$ cat config.mk
export PLATFORM = sky130hd
export DESIGN_NAME = laser_segment_interpolator_core
export DESIGN_NICKNAME = d
export VERILOG_FILES = /design/src/hdl/lsi_pkg.sv /design/src/hdl/laser_segment_interpolator_core.sv
export SDC_FILE = /design/constraint.sdc
export NUM_CORES = 2
export LEC_CHECK = 0
export BUFFER_PORTS_ARGS = -buffer_cell sky130_fd_sc_hd__clkbuf_2
export CAP_MARGIN = 20
export CORE_MARGIN = 3
export CORE_UTILIZATION = 35
export CTS_CLUSTER_DIAMETER = 30
export DETAILED_ROUTE_END_ITERATION = 12
export GPL_ROUTABILITY_DRIVEN = 0
export PLACE_DENSITY = 0.61
export RECOVER_POWER = 50
export SLEW_MARGIN = 20
export SYNTH_ARGS = -nofsm -noshare
export SYNTH_HDL_FRONTEND = slang
export SYNTH_SLANG_ARGS = --single-unit
$ cat constraint.sdc
create_clock -name clk -period 10.08 [get_ports clk]
set_clock_uncertainty 0.05 [all_clocks]
set_input_delay 0.504 -clock clk [delete_from_list [all_inputs] [get_ports clk]]
set_output_delay 0.504 -clock clk [all_outputs]
set_load 0.05 [all_outputs]
$ cat src/hdl/lsi_pkg.sv
`timescale 1ns / 1ps
// Shared widths, limits and register indexes for the laser segment interpolator.
// No dependencies; imported by laser_segment_interpolator_core.
package lsi_pkg;

    // Largest number of points emitted for one segment
    localparam int MAX_STEPS = 64;

    // Coordinate width and derived widths
    localparam int CW   = 16;
    localparam int NB   = $clog2(MAX_STEPS + 1);   // step count / step index
    localparam int D2W  = 2 * CW + 1;              // dx^2 + dy^2
    localparam int SQW  = 2 * NB + 2 * CW + 1;     // (n*s)^2 and its odd increments
    localparam int DCW  = $clog2(CW);              // divider bit counter

    // Configuration port
    localparam int CFG_IW = 2;
    localparam int CFG_DW = 16;

    localparam logic [CFG_IW-1:0] REG_SEGMENT_LENGTH = 2'd0;
    localparam logic [CFG_IW-1:0] REG_WINDOW_LOW     = 2'd1;
    localparam logic [CFG_IW-1:0] REG_WINDOW_HIGH    = 2'd2;
    localparam logic [CFG_IW-1:0] REG_BLANK_CHECK    = 2'd3;

    // Register reset values
    localparam logic [CW-1:0] SEGMENT_LENGTH_RST = 16'd1638;
    localparam logic [CW-1:0] WINDOW_LOW_RST     = 16'd0;
    localparam logic [CW-1:0] WINDOW_HIGH_RST    = 16'hFFFF;

    typedef logic [CW-1:0] coord_t;

endpackage

$ cat src/hdl/laser_segment_interpolator_core.sv
`timescale 1ns / 1ps
// Laser segment interpolator: stores path points and emits interpolated points.
// Depends on lsi_pkg.
//
// Usage:
//   Input channel (in_valid / in_stall, fields in_x, in_y, path_start): one
//   path point per item. in_stall is high whenever a segment is in progress.
//   A point with path_start set, or any point while none is stored, is only
//   stored and the block is ready again in the next cycle.
//   Output channel (out_valid / out_stall, fields out_x, out_y, blanked,
//   last_of_run): n points per segment, from the stored point toward the new
//   one; last_of_run marks the final point of the segment.
//   Steps per segment: accept, then the shared 16x16 multiplier squares
//   dx, dy and segment_length in turn, a setup step, a step-count search
//   by repeated addition and comparison, the shared restoring divider
//   (dx/n then dy/n), then the n points are emitted in order whenever the
//   output register is free or out_stall is low; n is at most MAX_STEPS.
//   The result stage is a register: the last point may wait in it while the
//   next item is accepted. out_stall holds the emitting sequence in place.
//   The user writes configuration (cfg_we, cfg_index, cfg_data) only while
//   idle; the block itself does not enforce this. Reset clears the stored
//   point and the output valid flag and loads register defaults.
module laser_segment_interpolator_core (
    input  logic                        clk,
    input  logic                        rst_n,
    input  logic                        in_valid,
    output logic                        in_stall,
    input  lsi_pkg::coord_t             in_x,
    input  lsi_pkg::coord_t             in_y,
    input  logic                        path_start,
    output logic                        out_valid,
    input  logic                        out_stall,
    output lsi_pkg::coord_t             out_x,
    output lsi_pkg::coord_t             out_y,
    output logic                        blanked,
    output logic                        last_of_run,
    input  logic                        cfg_we,
    input  logic [lsi_pkg::CFG_IW-1:0]  cfg_index,
    input  logic [lsi_pkg::CFG_DW-1:0]  cfg_data
);
    import lsi_pkg::*;

    // Sequencer states
    localparam logic [3:0] S_IDLE = 4'd0;
    localparam logic [3:0] S_SQX  = 4'd1;
    localparam logic [3:0] S_SQY  = 4'd2;
    localparam logic [3:0] S_SQS  = 4'd3;
    localparam logic [3:0] S_INIT = 4'd4;
    localparam logic [3:0] S_SRCH = 4'd5;
    localparam logic [3:0] S_DIVX = 4'd6;
    localparam logic [3:0] S_DIVY = 4'd7;
    localparam logic [3:0] S_EMIT = 4'd8;

    // Configuration registers
    coord_t seg_len_reg;
    coord_t win_lo_reg;
    coord_t win_hi_reg;
    logic   blank_en_reg;

    // Control state
    logic [3:0]    state_reg, state_next;
    logic          have_prev_reg, have_prev_next;
    logic          out_valid_reg, out_valid_next;

    // Working registers
    coord_t            prev_x_reg, prev_x_next;
    coord_t            prev_y_reg, prev_y_next;
    coord_t            new_x_reg, new_x_next;
    coord_t            new_y_reg, new_y_next;
    logic [CW:0]       dx_reg, dx_next;
    logic [CW:0]       dy_reg, dy_next;
    logic [D2W-1:0]    d2_reg, d2_next;
    logic [2*CW-1:0]   s2_reg, s2_next;
    logic [SQW-1:0]    sq_reg, sq_next;
    logic [SQW-1:0]    odd_reg, odd_next;
    logic [NB-1:0]     n_reg, n_next;
    logic [CW-1:0]     div_sh_reg, div_sh_next;
    logic [NB-1:0]     div_rem_reg, div_rem_next;
    logic [DCW-1:0]    div_cnt_reg, div_cnt_next;
    logic [CW:0]       qdx_reg, qdx_next;
    logic [CW:0]       qdy_reg, qdy_next;
    logic [NB-1:0]     rdx_reg, rdx_next;
    logic [NB-1:0]     rdy_reg, rdy_next;
    logic [NB-1:0]     j_reg, j_next;
    logic [CW:0]       accx_reg, accx_next;
    logic [CW:0]       accy_reg, accy_next;
    logic [NB-1:0]     remx_reg, remx_next;
    logic [NB-1:0]     remy_reg, remy_next;
    coord_t            out_x_reg, out_x_next;
    coord_t            out_y_reg, out_y_next;
    logic              blanked_reg, blanked_next;
    logic              last_reg, last_next;

    // Shared multiplier
    logic [CW-1:0]     mul_a;
    logic [2*CW-1:0]   mul_p;
    logic [CW-1:0]     mag_dx;
    logic [CW-1:0]     mag_dy;

    // Shared divider step
    logic [NB:0]       div_rem_sh;
    logic              div_ge;
    logic [NB:0]       div_rem_new;
    logic [CW-1:0]     div_q_new;
    logic              div_neg;
    logic [CW:0]       div_qd;
    logic [NB-1:0]     div_rd;

    // Emit path
    logic [NB:0]       rsum_x;
    logic [NB:0]       rsum_y;
    logic              wrap_x;
    logic              wrap_y;
    coord_t            px;
    coord_t            py;
    logic              pt_last;
    logic              in_win;
    logic              out_free;
    logic              in_take;

    assign in_stall  = (state_reg != S_IDLE);
    assign in_take   = in_valid && (state_reg == S_IDLE);
    assign out_free  = !out_valid_reg || !out_stall;

    assign out_valid   = out_valid_reg;
    assign out_x       = out_x_reg;
    assign out_y       = out_y_reg;
    assign blanked     = blanked_reg;
    assign last_of_run = last_reg;

    // Magnitudes of the deltas
    assign mag_dx = dx_reg[CW] ? CW'(-dx_reg) : dx_reg[CW-1:0];
    assign mag_dy = dy_reg[CW] ? CW'(-dy_reg) : dy_reg[CW-1:0];

    // Square the operand picked by the sequencer
    always_comb
    begin
        case (state_reg)
            S_SQX:   mul_a = mag_dx;
            S_SQY:   mul_a = mag_dy;
            default: mul_a = seg_len_reg;
        endcase
    end
    assign mul_p = mul_a * mul_a;

    // One restoring divider step and the floor correction for a negative delta
    assign div_rem_sh  = {div_rem_reg, div_sh_reg[CW-1]};
    assign div_ge      = (div_rem_sh >= {1'b0, n_reg});
    assign div_rem_new = div_ge ? (div_rem_sh - {1'b0, n_reg}) : div_rem_sh;
    assign div_q_new   = {div_sh_reg[CW-2:0], div_ge};
    assign div_neg     = (state_reg == S_DIVY) ? dy_reg[CW] : dx_reg[CW];

    always_comb
    begin
        if (!div_neg)
        begin
            div_qd = {1'b0, div_q_new};
            div_rd = div_rem_new[NB-1:0];
        end
        else if (div_rem_new[NB-1:0] != '0)
        begin
            div_qd = ~{1'b0, div_q_new};
            div_rd = n_reg - div_rem_new[NB-1:0];
        end
        else
        begin
            div_qd = (~{1'b0, div_q_new}) + 1'b1;
            div_rd = '0;
        end
    end

    // Current point and its remainder carries
    assign px      = prev_x_reg + accx_reg[CW-1:0];
    assign py      = prev_y_reg + accy_reg[CW-1:0];
    assign pt_last = (j_reg == (n_reg - 1'b1));
    assign in_win  = (px >= win_lo_reg) && (px <= win_hi_reg) &&
                     (py >= win_lo_reg) && (py <= win_hi_reg);
    assign rsum_x  = {1'b0, remx_reg} + {1'b0, rdx_reg};
    assign rsum_y  = {1'b0, remy_reg} + {1'b0, rdy_reg};
    assign wrap_x  = (rsum_x >= {1'b0, n_reg});
    assign wrap_y  = (rsum_y >= {1'b0, n_reg});

    // Sequencer next-state and datapath
    always_comb
    begin
        state_next     = state_reg;
        have_prev_next = have_prev_reg;
        out_valid_next = out_valid_reg;
        prev_x_next    = prev_x_reg;
        prev_y_next    = prev_y_reg;
        new_x_next     = new_x_reg;
        new_y_next     = new_y_reg;
        dx_next        = dx_reg;
        dy_next        = dy_reg;
        d2_next        = d2_reg;
        s2_next        = s2_reg;
        sq_next        = sq_reg;
        odd_next       = odd_reg;
        n_next         = n_reg;
        div_sh_next    = div_sh_reg;
        div_rem_next   = div_rem_reg;
        div_cnt_next   = div_cnt_reg;
        qdx_next       = qdx_reg;
        qdy_next       = qdy_reg;
        rdx_next       = rdx_reg;
        rdy_next       = rdy_reg;
        j_next         = j_reg;
        accx_next      = accx_reg;
        accy_next      = accy_reg;
        remx_next      = remx_reg;
        remy_next      = remy_reg;
        out_x_next     = out_x_reg;
        out_y_next     = out_y_reg;
        blanked_next   = blanked_reg;
        last_next      = last_reg;

        // Drop the output item once it is taken
        if (out_valid_reg && !out_stall)
        begin
            out_valid_next = 1'b0;
        end

        case (state_reg)
            S_IDLE:
            begin
                if (in_take)
                begin
                    if (path_start || !have_prev_reg)
                    begin
                        prev_x_next    = in_x;
                        prev_y_next    = in_y;
                        have_prev_next = 1'b1;
                    end
                    else
                    begin
                        new_x_next = in_x;
                        new_y_next = in_y;
                        dx_next    = {1'b0, in_x} - {1'b0, prev_x_reg};
                        dy_next    = {1'b0, in_y} - {1'b0, prev_y_reg};
                        state_next = S_SQX;
                    end
                end
            end

            S_SQX:
            begin
                d2_next    = {1'b0, mul_p};
                state_next = S_SQY;
            end

            S_SQY:
            begin
                d2_next    = d2_reg + {1'b0, mul_p};
                state_next = S_SQS;
            end

            S_SQS:
            begin
                s2_next    = mul_p;
                state_next = S_INIT;
            end

            // Start the search at n = 1: (n*s)^2 = s^2, next increment 3*s^2
            S_INIT:
            begin
                n_next     = NB'(1);
                sq_next    = {{(SQW-2*CW){1'b0}}, s2_reg};
                odd_next   = {{(SQW-2*CW){1'b0}}, s2_reg}
                           + {{(SQW-2*CW-1){1'b0}}, s2_reg, 1'b0};
                state_next = S_SRCH;
            end

            // Advance n until (n*s)^2 reaches dx^2 + dy^2, saturating at the limit
            S_SRCH:
            begin
                if (sq_reg >= {{(SQW-D2W){1'b0}}, d2_reg} ||
                    n_reg == NB'(MAX_STEPS - 1))
                begin
                    if (sq_reg < {{(SQW-D2W){1'b0}}, d2_reg})
                    begin
                        n_next = NB'(MAX_STEPS);
                    end
                    div_sh_next  = mag_dx;
                    div_rem_next = '0;
                    div_cnt_next = '0;
                    state_next   = S_DIVX;
                end
                else
                begin
                    n_next   = n_reg + 1'b1;
                    sq_next  = sq_reg + odd_reg;
                    odd_next = odd_reg + {{(SQW-2*CW-1){1'b0}}, s2_reg, 1'b0};
                end
            end

            // Floor-divide dx by n, one quotient bit a cycle
            S_DIVX:
            begin
                div_sh_next  = div_q_new;
                div_rem_next = div_rem_new[NB-1:0];
                div_cnt_next = div_cnt_reg + 1'b1;
                if (div_cnt_reg == DCW'(CW - 1))
                begin
                    qdx_next     = div_qd;
                    rdx_next     = div_rd;
                    div_sh_next  = mag_dy;
                    div_rem_next = '0;
                    div_cnt_next = '0;
                    state_next   = S_DIVY;
                end
            end

            // Floor-divide dy by n
            S_DIVY:
            begin
                div_sh_next  = div_q_new;
                div_rem_next = div_rem_new[NB-1:0];
                div_cnt_next = div_cnt_reg + 1'b1;
                if (div_cnt_reg == DCW'(CW - 1))
                begin
                    qdy_next   = div_qd;
                    rdy_next   = div_rd;
                    j_next     = '0;
                    accx_next  = '0;
                    accy_next  = '0;
                    remx_next  = '0;
                    remy_next  = '0;
                    state_next = S_EMIT;
                end
            end

            // Emit one point per free output slot, then store the new point
            S_EMIT:
            begin
                if (out_free)
                begin
                    out_valid_next = 1'b1;
                    out_x_next     = px;
                    out_y_next     = py;
                    blanked_next   = blank_en_reg && !in_win;
                    last_next      = pt_last;
                    j_next         = j_reg + 1'b1;
                    accx_next      = accx_reg + qdx_reg + {{CW{1'b0}}, wrap_x};
                    accy_next      = accy_reg + qdy_reg + {{CW{1'b0}}, wrap_y};
                    remx_next      = wrap_x ? NB'(rsum_x - {1'b0, n_reg}) : rsum_x[NB-1:0];
                    remy_next      = wrap_y ? NB'(rsum_y - {1'b0, n_reg}) : rsum_y[NB-1:0];
                    if (pt_last)
                    begin
                        prev_x_next = new_x_reg;
                        prev_y_next = new_y_reg;
                        state_next  = S_IDLE;
                    end
                end
            end

            default:
            begin
                state_next = S_IDLE;
            end
        endcase
    end

    // Configuration writes
    always_ff @(posedge clk or negedge rst_n)
    begin
        if (!rst_n)
        begin
            seg_len_reg  <= SEGMENT_LENGTH_RST;
            win_lo_reg   <= WINDOW_LOW_RST;
            win_hi_reg   <= WINDOW_HIGH_RST;
            blank_en_reg <= 1'b1;
        end
        else if (cfg_we)
        begin
            case (cfg_index)
                REG_SEGMENT_LENGTH: seg_len_reg  <= cfg_data;
                REG_WINDOW_LOW:     win_lo_reg   <= cfg_data;
                REG_WINDOW_HIGH:    win_hi_reg   <= cfg_data;
                REG_BLANK_CHECK:    blank_en_reg <= cfg_data[0];
                default:            ;
            endcase
        end
    end

    // Control registers
    always_ff @(posedge clk or negedge rst_n)
    begin
        if (!rst_n)
        begin
            state_reg     <= S_IDLE;
            have_prev_reg <= 1'b0;
            out_valid_reg <= 1'b0;
            prev_x_reg    <= '0;
            prev_y_reg    <= '0;
        end
        else
        begin
            state_reg     <= state_next;
            have_prev_reg <= have_prev_next;
            out_valid_reg <= out_valid_next;
            prev_x_reg    <= prev_x_next;
            prev_y_reg    <= prev_y_next;
        end
    end

    // Datapath registers
    always_ff @(posedge clk)
    begin
        new_x_reg   <= new_x_next;
        new_y_reg   <= new_y_next;
        dx_reg      <= dx_next;
        dy_reg      <= dy_next;
        d2_reg      <= d2_next;
        s2_reg      <= s2_next;
        sq_reg      <= sq_next;
        odd_reg     <= odd_next;
        n_reg       <= n_next;
        div_sh_reg  <= div_sh_next;
        div_rem_reg <= div_rem_next;
        div_cnt_reg <= div_cnt_next;
        qdx_reg     <= qdx_next;
        qdy_reg     <= qdy_next;
        rdx_reg     <= rdx_next;
        rdy_reg     <= rdy_next;
        j_reg       <= j_next;
        accx_reg    <= accx_next;
        accy_reg    <= accy_next;
        remx_reg    <= remx_next;
        remy_reg    <= remy_next;
        out_x_reg   <= out_x_next;
        out_y_reg   <= out_y_next;
        blanked_reg <= blanked_next;
        last_reg    <= last_next;
    end

endmodule
# Word level (Yosys, flattened, before mapping)

Index checks and enable logic that the tools add are counted.

Register bits: 483
Bits in latches: 0
Bits in writable memories: 0
ROM bits: 0
Bits of input ports: 56
Word-level logic and storage cells: 193
Memories kept: 0

Add/sub/neg operators: 25
$mul: 1
Div/mod/pow operators: 0
Order comparisons: 9
Equality and inequality tests: 24
Shifts and indexed selects: 0
Muxes and demuxes: 61
Bitwise logic cells: 2
Reduce and logical (&&, ||, !) cells: 37

Operator list:

| operator         | count |
|---|---|
| $mux 16          | 12 |
| $pmux 47 s2      | 2 |
| $pmux 16 s2      | 3 |
| $mux 47          | 2 |
| $mux 7           | 13 |
| $mux 17          | 5 |
| $pmux 17 s2      | 2 |
| $pmux 33 s2      | 1 |
| $pmux 7 s2       | 4 |
| $pmux 16 s3      | 1 |
| $add 47x33->47   | 1 |
| $add 47x47->47   | 1 |
| $ge 47x33->1     | 1 |
| $lt 47x33->1     | 1 |
| $mux 4           | 9 |
| $pmux 4 s9       | 1 |
| $add 17x1->17    | 2 |
| $add 17x17->17   | 2 |
| $add 32x33->34   | 1 |
| $sub 16x16->17   | 2 |
| $add 33x32->33   | 1 |
| $add 16x16->16   | 2 |
| $ge 16x16->1     | 2 |
| $le 16x16->1     | 2 |
| other kinds (38) | 86 |

# Longest topological paths before layout

Depth after elaboration: 7
Depth in mapped cells: 41
Depth with buffers taken out: 40

# Worst setup path before layout

No wires, ideal clock.

Path type: register to register
Start: register dy_reg[5]
End: register d2_reg[31], data pin
Setup time: 0.260 ns
Arrival time: 9.207 ns
Required time: 9.770 ns
Slack: 0.564 ns
Cell stages (with the launch flop): 39
Path buffers: 0
Period minus slack after synthesis: 9.516 ns
Cells stage by stage: edfxtp_1 -> or4_1 -> or3_1 -> o31ai_1 -> xor2_1 -> o221ai_1 -> inv_1 -> nor2_1 -> fa_1 -> inv_1 -> fa_1 -> inv_1 -> fa_1 -> inv_1 -> fa_1 -> inv_1 -> fa_1 -> inv_1 -> (+3 left out) -> a21o_1 -> a21oi_1 -> o31ai_1 -> a21oi_1 -> o21bai_1 -> a21oi_1 -> xnor2_1 -> ha_1 -> a21o_1 -> a21o_1 -> a21oi_1 -> a311oi_1 -> a21oi_1 -> nor2_1 -> a41o_1 -> a221oi_1 -> xnor2_1 -> mux2_2

Word-level cells in the longest chain between the ends: 6

Ends and longest elaborated chain:

| what                     | RTL line                               | source |
|---|---|---|
| start: declaration       | laser_segment_interpolator_core.sv:71  | `logic [CW:0] dy_reg, dy_next;` |
| start signal: assignment | laser_segment_interpolator_core.sv:412 | `dy_reg <= dy_next;` |
| $neg 16->16              | laser_segment_interpolator_core.sv:133 | `assign mag_dy = dy_reg[CW] ? CW'(-dy_reg) : dy_reg[CW-1:0];` |
| $mux 16 (*)              | laser_segment_interpolator_core.sv:133 |  |
| $pmux 16 s2 (*)          | laser_segment_interpolator_core.sv:138 | `case (state_reg)` |
| $mul 16x16->32 (*)       | laser_segment_interpolator_core.sv:144 | `assign mul_p = mul_a * mul_a;` |
| named net mul_p[16]      | laser_segment_interpolator_core.sv:96  | `logic [2*CW-1:0] mul_p;` |
| $add 33x32->33 (*)       | laser_segment_interpolator_core.sv:253 | `d2_next = d2_reg + {1'b0, mul_p};` |
| $pmux 33 s2 (*)          | laser_segment_interpolator_core.sv:223 | `case (state_reg)` |
| named net d2_next[31]    | laser_segment_interpolator_core.sv:72  | `logic [D2W-1:0] d2_reg, d2_next;` |
| end signal: assignment   | laser_segment_interpolator_core.sv:413 | `d2_reg <= d2_next;` |
| end: declaration         | laser_segment_interpolator_core.sv:72  |  |

Mark *: on every way through the listed nets, which the timed path passes. The rest lies on a longest branch.
A chain may end at the register's enable or synchronous reset.

# Worst setup path after layout

Same ends and word-level chain as after synthesis.

==> flow_summary.ini <==
[clock_network]
cts_max_level = 4
clk_latency_ps = 740
cts_tree = yes
cts_buffers = 135
cts.clk_slew.worst_paths_ps = 50
clockBufferDepth = 3
clock_sinks = 478
clock-root-buffer = clkbuf_16

[worst_setup_path]
cp.required_ps = 10480
critPathKind = register to register
arrival_ps = 10060
path_common_cell = inv_1
startpoint_type = register
cp_max_fo = 4
slowest_delay_ps = 590
critPathCaptureType = register
crit_slowest_cell = or4_1

[status]
status = complete, but fails checks
failed_checks = capacitance limit, slew limit

[logic_synthesis]
ys_types = 88
synth.area.top_cells = edfxtp_1, ha_1, fa_1
synth_area_leader_cell = edfxtp_1
synth-seq-area-share = 0.3432
synth_edf_count = 391
syn_area_mm2 = 0.04064
ys_warn_count = 0
async_reset_ff_frac = 0.1820
synth_nets = 4857
ys_seq_elements = 478
synth_top_area_share = 0.2889
yosys_most_used_dff = edfxtp_1
avgSynthCellArea_um2 = 9.799
synth_cells = 4147

[die]
dieArea_mm2 = 0.1202
io_pins = 92
start_util = 0.3539
die_w_um = 346.7
rows = 124
core-area_mm2 = 0.1148
die_h_um = 346.7

[detailed_routing]
wl_per_cell_um = 17.66
drt_first_pass_iters = 7
drc = 0
via_per_inst = 5.177
route.vias.total = 31130
detail-route-antenna-nets = 0
first_iter_violations = 2172
totalWireLength_um = 106200

[flow_run]
maxCapViolations = 6

[finish]
antenna_cells = 0
layout-drive-gt1-share = 0.1020
final_common_cell = ha_1
area_growth_pct = 18.95
fill_cells = 10970
layout_common_cells = ha_1, inv_1, edfxtp_1, nand2_1, nor2_1
nets = 5099

[sta]
setup_viol = 0
slew_headroom = -0.8643
fmaxAchievable_mhz = 103.5
tns_ps = 0
fin_crit_ps = 9661
drv_slew = 218
min_period_over_period = 0.9584
hold_violations = 0
rsz0062_at_grt = yes
worstMarginPinSlew_ps = 2796

[global_routing]
grt_pass1_wl_um = 171000
antenna_found_initial = 1
grt_max_degree = 99
grt_pass1_vias = 31590
overflow = 0
grtUsageTotal = 0.1765

[place]
dp_hpwl_um = 81100
io_buffers = 91

[min_path]
min_path_type = primary input to register
==> cell families (layout without fill, tap and decap cells) <==
logic type               count (synthesis)  count (layout)  share of synthesized area
buffers and inverters                  525             878                    0.04880
other                                    1               1                 0.00009228
adder cells (fa/ha/maj)                654             654                     0.2346
multiplexers                            65              65                    0.01767
AO/OA/AOI/OAI                         1025            1025                     0.1636
AND/OR/NAND/NOR                       1070            1070                     0.1207
XOR/XNOR                               329             329                    0.07128
flip-flops                             478             478                     0.3432
==> through the flow <==
stage               cell area (um^2)  worst slack (ps)    util  hold slack, ps  instances
floorplan                      40640             563.6       -           158.4       4147
global placement               43160             215.2  0.3759           408.7       5712
detailed placement             43160             15.48  0.3759           426.0       5712
CTS                            48300             86.37  0.4207         0.05773       6004
global route                   48340            -122.9  0.4210           19.68       6012
finish                         48340             419.2  0.4210           46.60       6012
==> Yosys cell counts, types with 9 or more instances <==
library cell and instances:
nand2_1 371, o41ai_1 9, or2_2 21, xor2_1 135, nor3_1 42, dfstp_2 23
or3_1 32, clkbuf_1 93, a211o_1 11, inv_1 418, o31ai_1 23, a21oi_1 279
ha_1 474, a2111oi_0 11, a21o_1 166, xnor2_1 192, nand3_1 56, mux2_2 54
and2_1 22, a21boi_0 11, o221a_2 9, a211oi_1 55, nor2b_1 37, o21ai_0 195
nor2_1 335, o21a_1 35, dfrtp_1 64, and4_1 9, nand4_1 35, a31o_2 10
o21bai_1 42, mux2i_1 11, edfxtp_1 391, o211ai_1 23, nand3b_1 10, fa_1 180
nand2b_1 33, a31oi_1 56, o22ai_1 12, and3_1 29
==> critical path: cells and delay by family (launching register included) <==
kind	cells	cell delay (ps)
flops	1	420
compound gates	15	2870
fa+ha+maj	8	3760
mux	1	270
buf+inv	7	440
simple gates	4	1170
xor+xnor	3	400
==> cell type report <==
type                       instances  area (um^2)  share of cell area
sequential                       478        13950              0.2885
multi-input combinational       3144        24900              0.5151
clock inverter                    95         1181             0.02444
tap                             1512         1892             0.03914
inverter                         423         1592             0.03293
timing repair buffer             207         1318             0.02726
clock buffer                     153         3507             0.07256
==> per-layer routing <==
| metal | global-route usage | routed length [um] | vias to the layer above |
|---|---|---|---|
| met5 | 0 | 22 | - |
| li1 | - | - | 15330 |
| met3 | 0.02811 | 4881 | 163 |
| met2 | 0.2869 | 48860 | 671 |
| met1 | 0.2403 | 49880 | 14960 |
| met4 | 0.05790 | 2531 | 2 |
==> path summary, 6_finish.rpt <==
check | start | end | slack (ps) | depth (start not counted)
worst max register to register | dy_reg[5] | d2_reg[31] | 420 | 38
worst min-delay path | cfg_data[6] | win_hi_reg[6] | 50 | 2
worst min register to register | have_prev_reg | have_prev_reg | 440 | 1
max in group asynchronous | rst_n | prev_x_reg[14] | 5420 | 3
worst max-delay path | dy_reg[5] | d2_reg[31] | 420 | 38
min in group asynchronous | rst_n | win_lo_reg[6] | 950 | 2
==> repair_timing <==
| action | CTS | global route |
|---|---|---|
| pin swaps | 0 | 9 |
| resized for setup | 2 | 24 |
| hold buffers | 44 | 0 |
| endpoints found under the hold margin | 121 | 0 |
| setup buffers | 0 | 8 |
| endpoints found under the setup margin | 1 | 8 |
Power is not shown: default switching activity piles up to over one toggle a cycle in this logic, so the estimate is an artifact.
